===== src/ffsu_pkg.sv =====
`timescale 1ns / 1ps
// Shared types and constants for the FTRL / factorization-machine update engine.
// Used by the controller, the datapath and the top level; no dependencies.
package ffsu_pkg;

	localparam int NUM_FEATURES = 4096;
	localparam int MAX_FM_DIM   = 16;
	localparam int IDX_W        = $clog2(NUM_FEATURES);
	localparam int SLOT_W       = $clog2(MAX_FM_DIM);
	localparam int FM_DEPTH     = NUM_FEATURES * MAX_FM_DIM;
	localparam int FM_AW        = IDX_W + SLOT_W;
	localparam int DIM_W        = 5;
	localparam int CFG_IDX_W    = 2;

	// square root of a 49-bit operand: one result bit per step
	localparam int SQRT_STEPS = 25;
	// restoring division of a 64-bit dividend: one quotient bit per step
	localparam int DIV_STEPS  = 64;
	localparam int CNT_W      = $clog2(DIV_STEPS);

	// 1.0 in Q16.16
	localparam logic [24:0] ONE_Q = 25'd65536;

	localparam logic [1:0] OP_LOAD = 2'd0;
	localparam logic [1:0] OP_BIAS = 2'd1;
	localparam logic [1:0] OP_FEAT = 2'd2;

	localparam logic [1:0] STAT_OK   = 2'd0;
	localparam logic [1:0] STAT_SKIP = 2'd1;
	localparam logic [1:0] STAT_SAT  = 2'd2;

	localparam logic [CFG_IDX_W-1:0] CFG_INV_ALPHA = 2'd0;
	localparam logic [CFG_IDX_W-1:0] CFG_FM_RATE   = 2'd1;
	localparam logic [CFG_IDX_W-1:0] CFG_FM_L2     = 2'd2;
	localparam logic [CFG_IDX_W-1:0] CFG_FM_DIM    = 2'd3;

	typedef enum logic [4:0] {
		CMD_NONE,
		CMD_CLEAR,
		CMD_LOAD,
		CMD_MUL_EE,
		CMD_ESQ,
		CMD_MUL_EV,
		CMD_G,
		CMD_G_BIAS,
		CMD_MUL_GG,
		CMD_G2,
		CMD_RD,
		CMD_SQ_S,
		CMD_SQ_N,
		CMD_SQ_F,
		CMD_SQ_STEP,
		CMD_MUL_DA,
		CMD_T,
		CMD_MUL_TW,
		CMD_LIN_WR,
		CMD_MUL_GR,
		CMD_DIV_LR,
		CMD_DIV_L2,
		CMD_DIV_STEP,
		CMD_REG,
		CMD_W_MUL1,
		CMD_W_W2,
		CMD_W_MUL2,
		CMD_W_WR,
		CMD_FSQ_WR,
		CMD_OUT
	} dp_op_t;

	typedef struct packed {
		dp_op_t             op;
		logic [FM_AW-1:0]   clr_addr;
		logic [SLOT_W-1:0]  k;
	} dp_cmd_t;

	typedef struct packed {
		logic               e_zero;
		logic [DIM_W-1:0]   walk_n;
	} dp_stat_t;

	typedef enum logic [5:0] {
		S_CLEAR,
		S_IDLE,
		S_MUL_EE,
		S_ESQ,
		S_G_BIAS,
		S_MUL_EV,
		S_G,
		S_MUL_GG,
		S_G2,
		S_RD,
		S_SQ_S,
		S_SQ_S_RUN,
		S_SQ_N,
		S_SQ_N_RUN,
		S_MUL_DA,
		S_T,
		S_MUL_TW,
		S_LIN_WR,
		S_SQ_F,
		S_SQ_F_RUN,
		S_MUL_GR,
		S_DIV_LR,
		S_DIV_LR_RUN,
		S_DIV_L2,
		S_DIV_L2_RUN,
		S_REG,
		S_W_RD,
		S_W_MUL1,
		S_W_W2,
		S_W_MUL2,
		S_W_WR,
		S_FSQ_WR,
		S_DONE
	} ctrl_state_t;

endpackage


===== src/ffsu_ctrl.sv =====
`timescale 1ns / 1ps
// Sequencer for the update engine: clearing pass, per-item step order,
// iteration counts of the root and divide units, factor walk, output handshake.
// Depends on ffsu_pkg.
module ffsu_ctrl (
	input  logic              clk,
	input  logic              arst_n,
	input  logic              in_valid,
	output logic              in_ready,
	input  logic [1:0]        opcode,
	output logic              out_valid,
	input  logic              out_ready,
	output ffsu_pkg::dp_cmd_t cmd,
	input  ffsu_pkg::dp_stat_t stat
);
	import ffsu_pkg::*;

	ctrl_state_t       state_q, state_d;
	logic [CNT_W-1:0]  cnt_q, cnt_d;
	logic [SLOT_W-1:0] k_q, k_d;
	logic [FM_AW-1:0]  clr_q, clr_d;
	logic [1:0]        op_q;
	logic              out_valid_q;
	dp_op_t            cmd_op;

	always_ff @(posedge clk or negedge arst_n) begin
		if (!arst_n) begin
			state_q     <= S_CLEAR;
			cnt_q       <= '0;
			k_q         <= '0;
			clr_q       <= '0;
			op_q        <= OP_LOAD;
			out_valid_q <= 1'b0;
		end else begin
			state_q <= state_d;
			cnt_q   <= cnt_d;
			k_q     <= k_d;
			clr_q   <= clr_d;
			if (in_valid && in_ready) begin
				op_q <= opcode;
			end
			if (cmd_op == CMD_OUT) begin
				out_valid_q <= 1'b1;
			end else if (out_ready) begin
				out_valid_q <= 1'b0;
			end
		end
	end

	always_comb begin
		state_d  = state_q;
		cnt_d    = cnt_q + CNT_W'(1);
		k_d      = k_q;
		clr_d    = clr_q;
		cmd_op   = CMD_NONE;
		in_ready = 1'b0;
		unique case (state_q)
			S_CLEAR: begin
				cmd_op = CMD_CLEAR;
				clr_d  = clr_q + FM_AW'(1);
				if (&clr_q) state_d = S_IDLE;
			end
			S_IDLE: begin
				in_ready = 1'b1;
				if (in_valid) begin
					cmd_op  = CMD_LOAD;
					state_d = (opcode == OP_BIAS || opcode == OP_FEAT) ? S_MUL_EE : S_DONE;
				end
			end
			S_MUL_EE: begin
				cmd_op  = CMD_MUL_EE;
				state_d = S_ESQ;
			end
			S_ESQ: begin
				cmd_op  = CMD_ESQ;
				state_d = (op_q == OP_BIAS) ? S_G_BIAS : S_MUL_EV;
			end
			S_G_BIAS: begin
				cmd_op  = CMD_G_BIAS;
				state_d = S_RD;
			end
			S_MUL_EV: begin
				cmd_op  = CMD_MUL_EV;
				state_d = S_G;
			end
			S_G: begin
				cmd_op  = CMD_G;
				state_d = S_MUL_GG;
			end
			S_MUL_GG: begin
				cmd_op  = CMD_MUL_GG;
				state_d = S_G2;
			end
			S_G2: begin
				cmd_op  = CMD_G2;
				state_d = S_RD;
			end
			S_RD: begin
				cmd_op  = CMD_RD;
				state_d = S_SQ_S;
			end
			S_SQ_S: begin
				cmd_op  = CMD_SQ_S;
				cnt_d   = '0;
				state_d = S_SQ_S_RUN;
			end
			S_SQ_S_RUN: begin
				cmd_op = CMD_SQ_STEP;
				if (cnt_q == CNT_W'(SQRT_STEPS - 1)) state_d = S_SQ_N;
			end
			S_SQ_N: begin
				cmd_op  = CMD_SQ_N;
				cnt_d   = '0;
				state_d = S_SQ_N_RUN;
			end
			S_SQ_N_RUN: begin
				cmd_op = CMD_SQ_STEP;
				if (cnt_q == CNT_W'(SQRT_STEPS - 1)) state_d = S_MUL_DA;
			end
			S_MUL_DA: begin
				cmd_op  = CMD_MUL_DA;
				state_d = S_T;
			end
			S_T: begin
				cmd_op  = CMD_T;
				state_d = S_MUL_TW;
			end
			S_MUL_TW: begin
				cmd_op  = CMD_MUL_TW;
				state_d = S_LIN_WR;
			end
			S_LIN_WR: begin
				cmd_op  = CMD_LIN_WR;
				// bias items and zero error stop after the linear part
				state_d = (op_q == OP_BIAS || stat.e_zero) ? S_DONE : S_SQ_F;
			end
			S_SQ_F: begin
				cmd_op  = CMD_SQ_F;
				cnt_d   = '0;
				state_d = S_SQ_F_RUN;
			end
			S_SQ_F_RUN: begin
				cmd_op = CMD_SQ_STEP;
				if (cnt_q == CNT_W'(SQRT_STEPS - 1)) state_d = S_MUL_GR;
			end
			S_MUL_GR: begin
				cmd_op  = CMD_MUL_GR;
				state_d = S_DIV_LR;
			end
			S_DIV_LR: begin
				cmd_op  = CMD_DIV_LR;
				cnt_d   = '0;
				state_d = S_DIV_LR_RUN;
			end
			S_DIV_LR_RUN: begin
				cmd_op = CMD_DIV_STEP;
				if (cnt_q == CNT_W'(DIV_STEPS - 1)) state_d = S_DIV_L2;
			end
			S_DIV_L2: begin
				cmd_op  = CMD_DIV_L2;
				cnt_d   = '0;
				state_d = S_DIV_L2_RUN;
			end
			S_DIV_L2_RUN: begin
				cmd_op = CMD_DIV_STEP;
				if (cnt_q == CNT_W'(DIV_STEPS - 1)) state_d = S_REG;
			end
			S_REG: begin
				cmd_op  = CMD_REG;
				k_d     = '0;
				state_d = (stat.walk_n == '0) ? S_FSQ_WR : S_W_RD;
			end
			S_W_RD: begin
				state_d = S_W_MUL1;
			end
			S_W_MUL1: begin
				cmd_op  = CMD_W_MUL1;
				state_d = S_W_W2;
			end
			S_W_W2: begin
				cmd_op  = CMD_W_W2;
				state_d = S_W_MUL2;
			end
			S_W_MUL2: begin
				cmd_op  = CMD_W_MUL2;
				state_d = S_W_WR;
			end
			S_W_WR: begin
				cmd_op = CMD_W_WR;
				if ({1'b0, k_q} + DIM_W'(1) == stat.walk_n) begin
					state_d = S_FSQ_WR;
				end else begin
					k_d     = k_q + SLOT_W'(1);
					state_d = S_W_RD;
				end
			end
			S_FSQ_WR: begin
				cmd_op  = CMD_FSQ_WR;
				state_d = S_DONE;
			end
			S_DONE: begin
				// hold until the output register is free
				if (!out_valid_q || out_ready) begin
					cmd_op  = CMD_OUT;
					state_d = S_IDLE;
				end
			end
			default: state_d = S_IDLE;
		endcase
	end

	assign out_valid    = out_valid_q;
	assign cmd.op       = cmd_op;
	assign cmd.clr_addr = clr_q;
	assign cmd.k        = k_q;

	a_out_no_overwrite: assert property (@(posedge clk) disable iff (!arst_n)
		(cmd_op == CMD_OUT) |-> (!out_valid_q || out_ready))
		else $error("result loaded over an unread result");

	a_no_accept_in_clear: assert property (@(posedge clk) disable iff (!arst_n)
		(state_q == S_CLEAR) |-> !in_ready)
		else $error("input accepted during clearing pass");

	a_walk_in_range: assert property (@(posedge clk) disable iff (!arst_n)
		(state_q == S_W_WR) |-> ({1'b0, k_q} < stat.walk_n))
		else $error("factor walk index beyond walk count");

	a_div_nonzero: assert property (@(posedge clk) disable iff (!arst_n)
		(state_q == S_DIV_L2) |-> !stat.e_zero)
		else $error("division by a zero error value");

endmodule


===== config.mk =====
export PLATFORM = sky130hd
export DESIGN_NAME = ffsu_ctrl
export DESIGN_NICKNAME = d
export VERILOG_FILES = /design/src/ffsu_pkg.sv /design/src/ffsu_ctrl.sv
export SDC_FILE = /design/constraint.sdc
export NUM_CORES = 1
export LEC_CHECK = 0
export ABC_AREA = 1
export BUFFER_PORTS_ARGS = -buffer_cell sky130_fd_sc_hd__buf_2
export CORE_AREA = 5 5 76 78
export DETAILED_ROUTE_END_ITERATION = 7
export DIE_AREA = 0 0 81 83
export PLACE_DENSITY = 0.8
export SETUP_SLACK_MARGIN = 0.1
export SYNTH_ARGS = -nofsm -noshare
export SYNTH_HDL_FRONTEND = slang
export SYNTH_SLANG_ARGS = --single-unit

===== constraint.sdc =====
create_clock -name clk -period 2 [get_ports clk]
set_clock_uncertainty 0.2 [all_clocks]
set_input_delay 0.2 -clock clk [delete_from_list [all_inputs] [get_ports clk]]
set_output_delay 0.2 -clock clk [all_outputs]
set_load 0.05 [all_outputs]

==> results_dict.tcl <==
set metrics [dict create \
    viasPerCell 5.44 \
    finalCoreUtilization 0.789 \
    cts-root-buf "clkbuf_8" \
    core_um2 5010 \
    hp-class "in -> reg" \
    gp_congestion 1.02 \
    cts_buffers 5 \
    area_growth_pct 53.4 \
    synth_async_sr_flop_share 1.00 \
    max_slew.worst_pin.slew_ns 0.292 \
    synth_nets 386 \
    io_pins 39 \
    yosys_warnings 0 \
    grt_pass1_vias 2917 \
    final_area_um2 3950 \
    ir_drop_uv 1450 \
    cp-startpoint "state_q[4]" \
    synth_ff_type "dfrtp_1" \
    detailed_place.area_um2 3210 \
    path_class "reg -> out" \
    placed_cells 517 \
    synth.distinct_cells 36 \
    track_usage 0.250 \
    intPower_mw 3.00 \
    layout.cells.non_filler 553 \
    synthMuxAreaShare 0.00437 \
    r2r_cells 12 \
    synthSimpleGateAreaFrac 0.459 \
    dr.pass1.iters 5 \
    synth_compound_area_frac 0.0466 \
    start_util 0.514 \
    switchingPower_mw 3.04 \
    hold_viol 0 \
    synth_enable_flop_cells 0 \
    grt_pass1_wl_mm 13.4 \
    leakage_nw 2.10 \
    insertion_delay_ns 0.30 \
    drv_slew 0 \
    clk_pin_slew_ns 0.09 \
    synth_xor_area_frac 0.0646 \
    crit_path_start_kind "flop" \
    nNetsFinal 498 \
    pwr-share-seq 0.189 \
    rows 26 \
    antenna_cells 0 \
    ys_ff_latch 35 \
    power_frac_clock 0.096 \
    die_h_um 83 \
    power_switching_share 0.504 \
    max_slew_margin 0.805 \
    crit_end "cmd[21]" \
    min_period_over_period 1.13 \
    via_count 3011 \
    worstPathArrival_ns 1.86 \
    wl_per_cell_um 15.7 \
    r2r-end "clr_q[14]" \
    end_kind "output port" \
    max-cap-violations 0 \
    dp_slack_ns -0.0368 \
    setup_ws_ns -0.264 \
    routed_wl_mm 8.69 \
    timing.fmax_mhz 442 \
    cts_buffer_depth 2 \
    p_per_area_nw_per_um2 1530 \
    period_needed_ns 2.26 \
    grt_setup_unrepaired "yes" \
    drcViolationCount 0 \
    io_buffer_count 38 \
    synth_top_family_by_area "simple AND/OR/NAND/NOR gates" \
    gr-total-overflow 0 \
    synthAdderAreaFrac 0.0194 \
    violations "setup timing" \
    layout-drive-gt1-share 0.451 \
    hpwl_mm 5.97 \
    syn_inst 370 \
    setup_tns_ns -2.25 \
    dieArea_um2 6720 \
    ys_seq_area_frac 0.340 \
    drtAntennaViolNets 0 \
    cts_tree "done" \
    syn_area_um2 2580 \
    clkSinkCount 35 \
    htreeDepth 2 \
    drtIter0Drc 237 \
    pwr-share-comb 0.715 \
    cp_max_fo 7 \
    setup_viol 15 \
    crit_required_ns 1.60 \
    r2r-start "state_q[4]" \
    syn_avg_cell_area_um2 6.96 \
    grt_max_degree 36 \
    antenna_found_initial 0 \
    regToRegSetupSlack_ns -0.22 \
    dieWidth_um 81 \
    outcome "complete, but fails checks" \
]
[power by group through the flow]
stage          Clock (mW)  Sequential [mW]  Combinational [mW]
6_report            0.580             1.14                4.32
5_1_grt             0.618             1.16                4.57
4_1_cts             0.591             1.12                3.75
3_5_place_dp            0             1.13                3.14
3_3_place_gp            0             1.11                3.12
2_1_floorplan           0             1.30                1.97
[cell usage after synthesis (2+ instances only)]
cell type	number	share of area
nand2_2	3	0.0073
o21ai_1	2	0.0039
inv_1	29	0.042
nor2_1	55	0.080
dfrtp_1	35	0.34
nor2_4	5	0.022
nor2_2	8	0.019
nand3b_1	2	0.0058
nand2_1	99	0.14
o21ai_0	10	0.019
a21oi_1	5	0.0097
xnor2_1	6	0.020
nand3_1	46	0.089
nor3_1	10	0.019
nand4_1	7	0.017
xor2_1	13	0.044
ha_1	4	0.019
or2_2	2	0.0049
nor3b_2	2	0.0097
inv_2	10	0.015
nand3_2	2	0.0078
[flip-flops by register name, summed over array words and instances, names as in the netlist]
register / flops
k_q: 4
cnt_q: 6
state_q: 6
clr_q: 16
op_q: 2
out_valid: 1
[cell families (layout without fill, tap and decap cells)]
group / after synthesis / count (layout)
xor gates and xnor gates: 19 / 19
AOI/OAI and AO/OA: 21 / 21
adders and majority gates: 4 / 4
DFF: 35 / 35
buffers and inverters: 42 / 155
muxes: 1 / 1
and+or+nand+nor: 248 / 248
[worst min-delay path by stage]
stage	startpoint	end	slack, ns	cells after the start
6_report	out_ready	state_q[5]	0.10	4
5_1_grt	in_valid	op_q[0]	0.13	4
2_1_floorplan	arst_n	clr_q[0]	-0.30	0
3_3_place_gp	arst_n	clr_q[9]	-0.02	2
3_5_place_dp	arst_n	clr_q[7]	-0.02	2
4_1_cts	out_ready	state_q[5]	0.08	4
[critical path: stages, from the launching register on]
cell and delay (ns):
dfrtp_1 0.41, buf_6 0.13, nor2_4 0.20, buf_6 0.17, nand3_1 0.17, nand2_2 0.19, nor4b_4 0.06, nand3_2 0.09
buf_8 0.15
[final cells by class]
type | instances | area [um2]
Clock buffer | 6 | 82.6
Clock inverter | 2 | 16.3
Fill cell | 365 | 1060
Inverter | 39 | 154
Multi-Input combinational cell | 293 | 1880
Sequential cell | 35 | 885
Tap cell | 70 | 87.6
Timing Repair Buffer | 108 | 845
[through the flow]
step	hold slack, ns	total power, mW
floorplan	-0.296	3.27
global placement	-0.0236	4.23
detailed placement	-0.0167	4.27
CTS	0.0776	5.47
global route	0.134	6.35
finish	0.104	6.04
[cell usage in the layout, fill, tap and decap left out, types with 2 or more instances in the layout]
cell type	instances
buf_6	13
o21ai_2	4
dfrtp_2	7
inv_1	26
buf_12	2
clkbuf_8	6
a21oi_1	5
dfrtp_1	28
nand2_2	15
o21ai_1	3
dlygate4sd3_1	4
buf_4	53
o21ai_0	6
xnor2_1	6
buf_2	32
xor2_1	13
buf_8	4
inv_4	3
nor2_2	10
nand3_2	18
nor2_4	12
ha_1	3
nand2_1	81
nand3_1	29
nand4_1	7
nor3_4	3
nor2_1	46
nor3_1	2
nand3b_1	2
inv_2	10
nand2_4	6
nor3_2	7
[timing repair]
action / CTS / global route
gates resized for setup: 67 / 50
setup endpoints to repair: 19 / 29
hold buffers: 4 / 0
pin swaps: 12 / 15
endpoints found under the hold margin: 38 / 0
buffers inserted: 11 / 13
[per-layer routing]
layer	up-vias	global-route usage	share of wire
li1	1432	-	-
met2	131	0.421	0.50
met1	1410	0.306	0.40
met5	-	0	0
met4	0	0.104	0.033
met3	38	0.0476	0.068
(Power assumes the default switching activity.)
